===== config.mk =====
export PLATFORM = sky130hd
export DESIGN_NAME = dual_pedal_sensor_plausibility
export DESIGN_NICKNAME = d
export VERILOG_FILES = /design/src/rtl/dpsp_pkg.sv /design/src/rtl/dpsp_lane.sv /design/src/rtl/dpsp_merge.sv /design/src/rtl/dual_pedal_sensor_plausibility.sv
export SDC_FILE = /design/constraint.sdc
export NUM_CORES = 2
export LEC_CHECK = 0
export BUFFER_PORTS_ARGS = -buffer_cell sky130_fd_sc_hd__buf_2
export CORE_ASPECT_RATIO = 0.7
export CORE_UTILIZATION = 35
export CTS_CLUSTER_DIAMETER = 40
export CTS_CLUSTER_SIZE = 30
export DETAILED_ROUTE_END_ITERATION = 10
export HOLD_SLACK_MARGIN = 0.05
export PLACE_DENSITY = 0.49
export SLEW_MARGIN = 20
export SYNTH_ARGS = -nofsm -noshare
export SYNTH_HDL_FRONTEND = slang
export SYNTH_SLANG_ARGS = --single-unit

===== constraint.sdc =====
create_clock -name clk -period 11 [get_ports clk]
set_input_delay 0 -clock clk [delete_from_list [all_inputs] [get_ports clk]]
set_output_delay 0 -clock clk [all_outputs]
set_load 0.1 [all_outputs]

===== src/rtl/dpsp_pkg.sv =====
package dpsp_pkg;

  // Converter width and fixed-point percent format (hundredths of a percent)
  localparam int ADC_BITS_DEF  = 12;
  localparam int PCT_BITS      = 14;
  localparam int PCT_FULL      = 10000;
  localparam int SHORT_GAP     = 5;
  localparam int MARGIN_BITS   = 10;
  localparam int LIMIT_BITS    = 14;
  localparam int CFG_IDX_BITS  = 3;
  localparam int OUT_DATA_BITS = 16;

  // Pipeline depth: check stage, multiply stage, one stage per quotient bit, merge
  localparam int DIV_STEPS   = PCT_BITS;
  localparam int LANE_STAGES = 2 + DIV_STEPS;
  localparam int PIPE_STAGES = LANE_STAGES + 1;

  // Register reset values
  localparam int A_MIN_RST  = 880;
  localparam int A_MAX_RST  = 2720;
  localparam int B_MIN_RST  = 300;
  localparam int B_MAX_RST  = 2600;
  localparam int MARGIN_RST = 80;
  localparam int LIMIT_RST  = 1000;

  typedef enum logic [CFG_IDX_BITS-1:0] {
    REG_A_MIN  = 3'd0,
    REG_A_MAX  = 3'd1,
    REG_B_MIN  = 3'd2,
    REG_B_MAX  = 3'd3,
    REG_MARGIN = 3'd4,
    REG_LIMIT  = 3'd5
  } cfg_reg_t;

  // What one sensor lane hands to the merge stage
  typedef struct packed {
    logic [PCT_BITS-1:0] pct;
    logic                range_ok;
  } lane_res_t;

endpackage


===== src/rtl/dpsp_lane.sv =====
module dpsp_lane #(
  parameter int ADC_BITS = dpsp_pkg::ADC_BITS_DEF
) (
  input  logic                               clk,
  input  logic [dpsp_pkg::LANE_STAGES-1:0]   en,
  input  logic [ADC_BITS-1:0]                sample,
  input  logic [ADC_BITS-1:0]                cal_min,
  input  logic [ADC_BITS-1:0]                cal_max,
  input  logic [dpsp_pkg::MARGIN_BITS-1:0]   margin,
  output dpsp_pkg::lane_res_t                res
);

  localparam int VW = (ADC_BITS > dpsp_pkg::MARGIN_BITS) ? ADC_BITS : dpsp_pkg::MARGIN_BITS;
  localparam int SW = VW + 2;
  localparam int PW = ADC_BITS + dpsp_pkg::PCT_BITS;
  localparam int NS = dpsp_pkg::DIV_STEPS;
  localparam logic [ADC_BITS-1:0] SHORT_LO = ADC_BITS'(dpsp_pkg::SHORT_GAP);
  localparam logic [ADC_BITS-1:0] SHORT_HI =
    ADC_BITS'((2 ** ADC_BITS) - 1 - dpsp_pkg::SHORT_GAP);

  // Range check and signed offsets
  logic [ADC_BITS-1:0]        lo, hi;
  logic signed [SW-1:0]       raw_s, lo_s, hi_s, mg_s;
  logic                       short_hit, span_ok;
  logic signed [ADC_BITS:0]   num, den, num_neg;
  logic [ADC_BITS-1:0]        n_mag, d_mag;
  logic signed [ADC_BITS:0]   den_neg;
  logic                       zero_c;

  always_comb begin
    lo        = (cal_min < cal_max) ? cal_min : cal_max;
    hi        = (cal_min < cal_max) ? cal_max : cal_min;
    raw_s     = $signed(SW'(sample));
    lo_s      = $signed(SW'(lo));
    hi_s      = $signed(SW'(hi));
    mg_s      = $signed(SW'(margin));
    short_hit = (sample <= SHORT_LO) || (sample >= SHORT_HI);
    span_ok   = (raw_s >= lo_s - mg_s) && (raw_s <= hi_s + mg_s);
    num       = $signed({1'b0, sample}) - $signed({1'b0, cal_min});
    den       = $signed({1'b0, cal_max}) - $signed({1'b0, cal_min});
    num_neg   = -num;
    den_neg   = -den;
    n_mag     = num[ADC_BITS] ? num_neg[ADC_BITS-1:0] : num[ADC_BITS-1:0];
    d_mag     = den[ADC_BITS] ? den_neg[ADC_BITS-1:0] : den[ADC_BITS-1:0];
    // empty span, or sample on the far side of min: percent is zero
    zero_c    = (den == '0) || (num[ADC_BITS] != den[ADC_BITS]);
  end

  // Stage 0: hold magnitudes and flags
  logic                s0_ok, s0_zero;
  logic [ADC_BITS-1:0] s0_n, s0_d;

  always_ff @(posedge clk) begin
    if (en[0]) begin
      s0_ok   <= !short_hit && span_ok;
      s0_zero <= zero_c;
      s0_n    <= n_mag;
      s0_d    <= d_mag;
    end
  end

  // Stage 1: scale the numerator, flag saturation at full span
  logic                s1_ok, s1_zero, s1_full;
  logic [ADC_BITS-1:0] s1_d;
  logic [PW-1:0]       s1_prod;

  always_ff @(posedge clk) begin
    if (en[1]) begin
      s1_ok   <= s0_ok;
      s1_zero <= s0_zero;
      s1_full <= (s0_n >= s0_d);
      s1_d    <= s0_d;
      s1_prod <= PW'(s0_n) * PW'(dpsp_pkg::PCT_FULL);
    end
  end

  // Restoring divider, one quotient bit per stage. Numerator is below
  // d * 2^14 whenever the quotient is used, so the top bits seed the remainder.
  logic [ADC_BITS-1:0]          drem  [NS];
  logic [dpsp_pkg::PCT_BITS-1:0] dw   [NS];
  logic [ADC_BITS-1:0]          dd    [NS];
  logic                         dok   [NS];
  logic                         dzero [NS];
  logic                         dfull [NS];

  for (genvar k = 0; k < NS; k++) begin : g_div
    logic [ADC_BITS-1:0]           rem_in, d_in;
    logic [dpsp_pkg::PCT_BITS-1:0] w_in;
    logic                          ok_in, zero_in, full_in;
    logic [ADC_BITS:0]             trial, trial_sub;
    logic                          ge;

    if (k == 0) begin : g_first
      assign rem_in  = s1_prod[PW-1:dpsp_pkg::PCT_BITS];
      assign w_in    = s1_prod[dpsp_pkg::PCT_BITS-1:0];
      assign d_in    = s1_d;
      assign ok_in   = s1_ok;
      assign zero_in = s1_zero;
      assign full_in = s1_full;
    end else begin : g_next
      assign rem_in  = drem[k-1];
      assign w_in    = dw[k-1];
      assign d_in    = dd[k-1];
      assign ok_in   = dok[k-1];
      assign zero_in = dzero[k-1];
      assign full_in = dfull[k-1];
    end

    always_comb begin
      trial     = {rem_in, w_in[dpsp_pkg::PCT_BITS-1]};
      trial_sub = trial - {1'b0, d_in};
      ge        = (trial >= {1'b0, d_in});
    end

    always_ff @(posedge clk) begin
      if (en[2+k]) begin
        drem[k]  <= ge ? trial_sub[ADC_BITS-1:0] : trial[ADC_BITS-1:0];
        dw[k]    <= {w_in[dpsp_pkg::PCT_BITS-2:0], ge};
        dd[k]    <= d_in;
        dok[k]   <= ok_in;
        dzero[k] <= zero_in;
        dfull[k] <= full_in;
      end
    end
  end

  // Clamp and pick the lane result
  always_comb begin
    res.range_ok = dok[NS-1];
    if (dzero[NS-1]) begin
      res.pct = '0;
    end else if (dfull[NS-1]) begin
      res.pct = dpsp_pkg::PCT_BITS'(dpsp_pkg::PCT_FULL);
    end else begin
      res.pct = dw[NS-1];
    end
  end

endmodule


===== src/rtl/dpsp_merge.sv =====
module dpsp_merge (
  input  logic                               clk,
  input  logic                               en,
  input  dpsp_pkg::lane_res_t                lane_a,
  input  dpsp_pkg::lane_res_t                lane_b,
  input  logic [dpsp_pkg::LIMIT_BITS-1:0]    limit,
  output logic [dpsp_pkg::PCT_BITS-1:0]      throttle_percent,
  output logic                               reading_valid
);

  logic [dpsp_pkg::PCT_BITS:0]   pct_sum;
  logic [dpsp_pkg::PCT_BITS-1:0] pct_diff;
  logic                          agree;

  // Mean and absolute disagreement of the two lanes
  always_comb begin
    pct_sum  = {1'b0, lane_a.pct} + {1'b0, lane_b.pct};
    pct_diff = (lane_a.pct >= lane_b.pct) ? (lane_a.pct - lane_b.pct)
                                          : (lane_b.pct - lane_a.pct);
    agree    = (dpsp_pkg::LIMIT_BITS'(pct_diff) <= limit);
  end

  always_ff @(posedge clk) begin
    if (en) begin
      throttle_percent <= pct_sum[dpsp_pkg::PCT_BITS:1];
      reading_valid    <= lane_a.range_ok && lane_b.range_ok && agree;
    end
  end

endmodule


===== src/rtl/dual_pedal_sensor_plausibility.sv =====
// Channel  Direction  Handshake          Payload
// s_       in         s_tvalid/s_tready  s_tdata: sample_a, sample_b
// m_       out        m_tvalid/m_tready  m_tdata: throttle_percent; m_tuser: reading_valid
// cfg_     in         cfg_wr_en          cfg_index, cfg_data
//
// The pipeline is a check stage, a multiply stage, 14 divider stages
// (one quotient bit each) in both sensor lanes, and the merge/output register.
// One transaction is taken per cycle while the output drains.
// Reset is synchronous; it empties the pipeline and reloads the calibration.
// A stalled output holds; earlier stages keep filling bubbles, so input is
// still taken until every stage is occupied.
module dual_pedal_sensor_plausibility #(
  parameter int ADC_BITS = dpsp_pkg::ADC_BITS_DEF
) (
  input  logic                                 clk,
  input  logic                                 rst,
  input  logic                                 s_tvalid,
  output logic                                 s_tready,
  // sample_a, sample_b, zero pad
  input  logic [((2*ADC_BITS+7)/8)*8-1:0]      s_tdata,
  output logic                                 m_tvalid,
  input  logic                                 m_tready,
  // throttle_percent, zero pad
  output logic [dpsp_pkg::OUT_DATA_BITS-1:0]   m_tdata,
  // reading_valid
  output logic [0:0]                           m_tuser,
  input  logic                                 cfg_wr_en,
  input  logic [dpsp_pkg::CFG_IDX_BITS-1:0]    cfg_index,
  input  logic [((ADC_BITS > dpsp_pkg::LIMIT_BITS) ? ADC_BITS : dpsp_pkg::LIMIT_BITS)-1:0]
                                               cfg_data
);

  localparam int NP = dpsp_pkg::PIPE_STAGES;
  localparam int NL = dpsp_pkg::LANE_STAGES;

  // Calibration registers
  logic [ADC_BITS-1:0]              a_min, a_max, b_min, b_max;
  logic [dpsp_pkg::MARGIN_BITS-1:0] span_margin;
  logic [dpsp_pkg::LIMIT_BITS-1:0]  mismatch_limit;

  always_ff @(posedge clk) begin
    if (rst) begin
      a_min          <= ADC_BITS'(dpsp_pkg::A_MIN_RST);
      a_max          <= ADC_BITS'(dpsp_pkg::A_MAX_RST);
      b_min          <= ADC_BITS'(dpsp_pkg::B_MIN_RST);
      b_max          <= ADC_BITS'(dpsp_pkg::B_MAX_RST);
      span_margin    <= dpsp_pkg::MARGIN_BITS'(dpsp_pkg::MARGIN_RST);
      mismatch_limit <= dpsp_pkg::LIMIT_BITS'(dpsp_pkg::LIMIT_RST);
    end else if (cfg_wr_en) begin
      case (cfg_index)
        dpsp_pkg::REG_A_MIN:  a_min          <= cfg_data[ADC_BITS-1:0];
        dpsp_pkg::REG_A_MAX:  a_max          <= cfg_data[ADC_BITS-1:0];
        dpsp_pkg::REG_B_MIN:  b_min          <= cfg_data[ADC_BITS-1:0];
        dpsp_pkg::REG_B_MAX:  b_max          <= cfg_data[ADC_BITS-1:0];
        dpsp_pkg::REG_MARGIN: span_margin    <= cfg_data[dpsp_pkg::MARGIN_BITS-1:0];
        dpsp_pkg::REG_LIMIT:  mismatch_limit <= cfg_data[dpsp_pkg::LIMIT_BITS-1:0];
        default: ;
      endcase
    end
  end

  // Stage occupancy; a stage loads when it is empty or its successor moves
  logic [NP-1:0] stage_valid;
  logic [NP-1:0] stage_en;

  always_comb begin
    stage_en[NP-1] = !stage_valid[NP-1] || m_tready;
    for (int i = NP - 2; i >= 0; i--) begin
      stage_en[i] = !stage_valid[i] || stage_en[i+1];
    end
  end

  always_ff @(posedge clk) begin
    if (rst) begin
      stage_valid <= '0;
    end else begin
      for (int i = 0; i < NP; i++) begin
        if (stage_en[i]) begin
          stage_valid[i] <= (i == 0) ? s_tvalid : stage_valid[(i == 0) ? 0 : i - 1];
        end
      end
    end
  end

  assign s_tready = stage_en[0];
  assign m_tvalid = stage_valid[NP-1];

  // One lane per sensor
  dpsp_pkg::lane_res_t res_a, res_b;

  dpsp_lane #(.ADC_BITS(ADC_BITS)) u_lane_a (
    .clk     (clk),
    .en      (stage_en[NL-1:0]),
    .sample  (s_tdata[ADC_BITS-1:0]),
    .cal_min (a_min),
    .cal_max (a_max),
    .margin  (span_margin),
    .res     (res_a)
  );

  dpsp_lane #(.ADC_BITS(ADC_BITS)) u_lane_b (
    .clk     (clk),
    .en      (stage_en[NL-1:0]),
    .sample  (s_tdata[2*ADC_BITS-1:ADC_BITS]),
    .cal_min (b_min),
    .cal_max (b_max),
    .margin  (span_margin),
    .res     (res_b)
  );

  // Combine the lanes into the output register
  logic [dpsp_pkg::PCT_BITS-1:0] throttle_percent;
  logic                          reading_valid;

  dpsp_merge u_merge (
    .clk              (clk),
    .en               (stage_en[NP-1]),
    .lane_a           (res_a),
    .lane_b           (res_b),
    .limit            (mismatch_limit),
    .throttle_percent (throttle_percent),
    .reading_valid    (reading_valid)
  );

  assign m_tdata = dpsp_pkg::OUT_DATA_BITS'(throttle_percent);
  assign m_tuser = reading_valid;

`ifndef SYNTHESIS
  // Output percent never exceeds full scale
  a_pct_range: assert property (@(posedge clk) disable iff (rst)
    m_tvalid |-> (throttle_percent <= dpsp_pkg::PCT_BITS'(dpsp_pkg::PCT_FULL)))
    else $error("throttle percent above full scale");

  // Input is refused only when the first stage holds a transaction
  a_ready_stage: assert property (@(posedge clk) disable iff (rst)
    !s_tready |-> stage_valid[0])
    else $error("input refused with empty first stage");

  // A free output lets the whole pipeline advance
  a_free_flow: assert property (@(posedge clk) disable iff (rst)
    (!m_tvalid || m_tready) |-> (&stage_en))
    else $error("pipeline stalled while output is free");
`endif

endmodule


==> results.cfg <==
[outcome]
outcome = finished, final reports clean

[timing]
setup_tns_ns = 0
worst_slew_pin_slew_ns = 1.12
period_minus_slack_ns = 6.89
fmax_mhz = 145
relSlewSlack_pct = 25.2
rsz0062_at_grt = false
slew_violations = 0
setup_viol = 0
skew_ns = 0.0337
fin_crit_sh_pct = 62.7
hold_viol = 0

[placed_design]
post_dp_cell_area_sq_um = 72200
port_buffers = 62
dp_hpwl_microns = 115000
gp_congestion = 0.865

[worst_setup_path]
worst-setup-path-type = flip-flop to flip-flop
max_stage_delay_ns = 0.56
rrSetupSlack_ns = 4.11
reg2reg_depth = 28
slowest_stage = dlygate4sd3_1
crit_fanout = 39
end_kind = flip-flop
reg2reg_to = u_lane_b.s0_ok
r2r_start = b_min[1]
start_kind = flip-flop
required_ns = 11.54
worstPathArrival_ns = 7.43

[power_and_ir_drop]
ir_worst_vdd_uv = 255
seqPwrFrac_pct = 32.0
comb_power_share_pct = 47.3
total_leakage_power_nw = 33.1
power.share.clock_pct = 20.7
switching_power_mw = 9.89
power_density_nw_per_um2 = 337
finalPower_mw = 26.5
switching_share_pct = 37.3
intPower_mw = 16.6

[synth]
syn_area_sq_um = 68700
synthCells = 5758
synthArstFlopShare_pct = 0
synth_top_area_share_pct = 50.2
synth_area_leaders = edfxtp_1 50%, ha_1 12%, inv_1 4.1%
synth_edf_count = 1149
synth-seq-cells = 1238
yosysSeqAreaShare_pct = 52.8
yosys_warnings = 0
syn_avg_cell_area_sq_um = 11.9
synth_flop_cell = edfxtp_1
ys_types = 76
yosysTopAreaCell = edfxtp_1

[die]
num_io_pins = 65
dieHeight_microns = 373
initial_core_util_pct = 35.4
die-area_sq_um = 198000
die_x_microns = 531
fp-row-count = 135
coreArea_sq_um = 194000

[cells_and_area]
design_area_sq_um = 78600
synthToLayoutAreaGrowth_pct = 14.5
final_nets = 6802
drive_gt1_share_pct = 11.3

[global_routing]
grt_overflow = 0
use_met3_pct = 2.81
grt_pass1_vias = 41500
busiest_layer = met1
grt_max_degree = 90
use_met1_pct = 25.0
antenna_found_initial = 9
use_met2_pct = 19.8
grt_pass1_wl_microns = 239000
grt.total_usage_pct = 15.2

[cts]
cts_sinks = 1238
post-cts-setup-buffers = 0
worstSkewPairLatency_ns = 0.80
clockRootBuffer = clkbuf_16
numCtsBuffers = 168
tritoncts = built
clk_pin_slew_ns = 0.05
cts_buffer_depth = 3
cts_max_level = 4

[detailed_routing]
vias = 42300
route.detailed.drc = 0
drt_iter0_drc = 2822
firstDrtPassIters = 7
vias_per_cell = 4.83
routed_wl_microns = 152000
final_antenna_net_count = 0
wl_per_cell_microns = 17.3

[job]
cap_viol_max_count = 0

[hold_path]
whs_endpoint = span_margin[7]
holdCritStartpoint = cfg_data[7]
hold_path_class = input pin to flip-flop
holdPathStages = 4
==> metrics by stage <==
stage / worst slack [ns] / std cells / util (%) / hold WS (ns)
CTS: 4.17 / 8747 / 40.5 / 0.0664
global route: 3.49 / 8748 / 40.5 / 0.125
floorplan: 2.79 / 5759 / - / 0.118
global placement: 4.83 / 8370 / 37.2 / 0.251
finish: 4.11 / 8748 / 40.5 / 0.152
detailed placement: 4.80 / 8370 / 37.2 / 0.255
==> cells in the final DEF, fill, tap and decap left out, types with 27 or more instances in the layout <==
cell type	instances
a211oi_1	56
clkbuf_16	170
a21o_1	123
nand4_1	88
buf_2	62
fa_1	83
nor3_1	125
buf_4	31
inv_1	740
nand2_1	327
or3_1	27
dfxtp_1	89
nand2b_1	81
o21ai_1	53
a21oi_1	276
a211o_1	28
nor2b_1	123
ha_1	673
nor2_1	276
mux2_2	248
and3_1	30
xnor2_1	248
dlygate4sd3_1	63
nand3_1	84
o21a_1	35
xor2_1	98
o31ai_1	29
o21ai_0	179
o21bai_1	31
mux2i_1	71
edfxtp_1	1149
a31oi_1	31
==> final cells by class <==
type	count	area [sq um]
Fill cell	18400	116000
Sequential cell	1238	36300
Multi-Input combinational cell	3690	29400
Clock buffer	188	4320
Tap cell	2603	3260
Inverter	746	2800
Clock inverter	126	1400
Timing Repair Buffer	156	1170
Antenna cell	1	2.50
==> registers in the layout (all words and copies together), names as in the netlist, 14 cells and up <==
name and flops:
u_lane_b.dd 156, u_lane_a.drem 156, u_lane_b.dw 150, u_merge.throttle_percent 14, u_lane_a.dd 156, u_lane_a.dok 14
u_lane_b.s1_prod 22, mismatch_limit 14, u_lane_a.dzero 14, u_lane_a.dw 150, stage_valid 17, u_lane_a.dfull 14
u_lane_b.dok 14, u_lane_b.dfull 14, u_lane_b.dzero 14, u_lane_b.drem 156, u_lane_a.s1_prod 22
==> critical path, delay by kind of cell (launching register included) <==
kind / cells / cell delay (ns)
adder cells (fa/ha/maj): 4 / 1.14
flip-flops: 1 / 0.39
multiplexers: 1 / 0.26
AND/OR/NAND/NOR: 5 / 0.65
buffers and inverters: 4 / 1.15
XOR/XNOR: 1 / 0.19
AO/OA/AOI/OAI: 13 / 2.84
==> worst max path at each step <==
stage / depth (start not counted) / startpoint / end
6_report: 28 / b_min[1] / u_lane_b.s0_ok
3_3_place_gp: 27 / b_min[1] / u_lane_b.s0_ok
4_1_cts: 28 / b_min[1] / u_lane_b.s0_ok
2_1_floorplan: 9 / stage_valid[16] / u_lane_a.s0_d[0]
3_5_place_dp: 27 / b_min[1] / u_lane_b.s0_ok
5_1_grt: 28 / b_min[1] / u_lane_b.s0_ok
==> cells by family after synthesis <==
group	after synthesis	share of synthesized area, %
simple gates	1265	9.00
compound gates	997	9.29
buf+inv	831	4.60
xor+xnor	347	4.44
fa+ha+maj	756	14.7
mux	323	5.17
other cells	1	0.00546
flops	1238	52.8
==> power groups by stage <==
| stage | clock network (mW) | logic (mW) | registers, mW |
|---|---|---|---|
| 6_report | 5.50 | 12.5 | 8.48 |
| 5_1_grt | 5.85 | 14.2 | 8.67 |
| 3_3_place_gp | 0 | 12.4 | 8.58 |
| 2_1_floorplan | 0 | 9.68 | 8.32 |
| 3_5_place_dp | 0 | 12.4 | 8.60 |
| 4_1_cts | 5.66 | 12.6 | 8.52 |
==> cells in the mapped netlist, types with 15 or more instances <==
cell type	number
fa_1	83
nand3_1	87
o21a_1	35
or2_2	25
and3_1	30
nand4_1	88
nor3_1	125
o21ai_0	179
or3_1	27
a21o_1	123
ha_1	673
nand3b_1	18
a211oi_1	56
inv_1	746
clkbuf_1	55
o31a_1	20
edfxtp_1	1149
o21ai_1	54
xor2_1	98
buf_2	23
dfxtp_1	89
mux2i_1	71
nand2_1	334
nor2_1	281
a211o_1	28
nor4_1	17
a21oi_1	276
a2111oi_0	15
nand2b_1	81
a31oi_1	31
xnor2_1	248
o21bai_1	32
nor2b_1	124
a21boi_0	26
o31ai_1	29
mux2_2	248
==> what timing repair did <==
action                                  4_1_cts  5_1_grt
endpoints found under the setup margin        0        0
endpoints found under the hold margin       112        0
hold buffers                                 63        0
resized for setup                             0        0
==> routing by layer <==
layer	up-vias	share of wire, %
li1	21300	-
met1	20000	56
met2	725	37
met3	211	4.8
met4	6	1.9
met5	-	0.028
(Power assumes the default switching activity.)
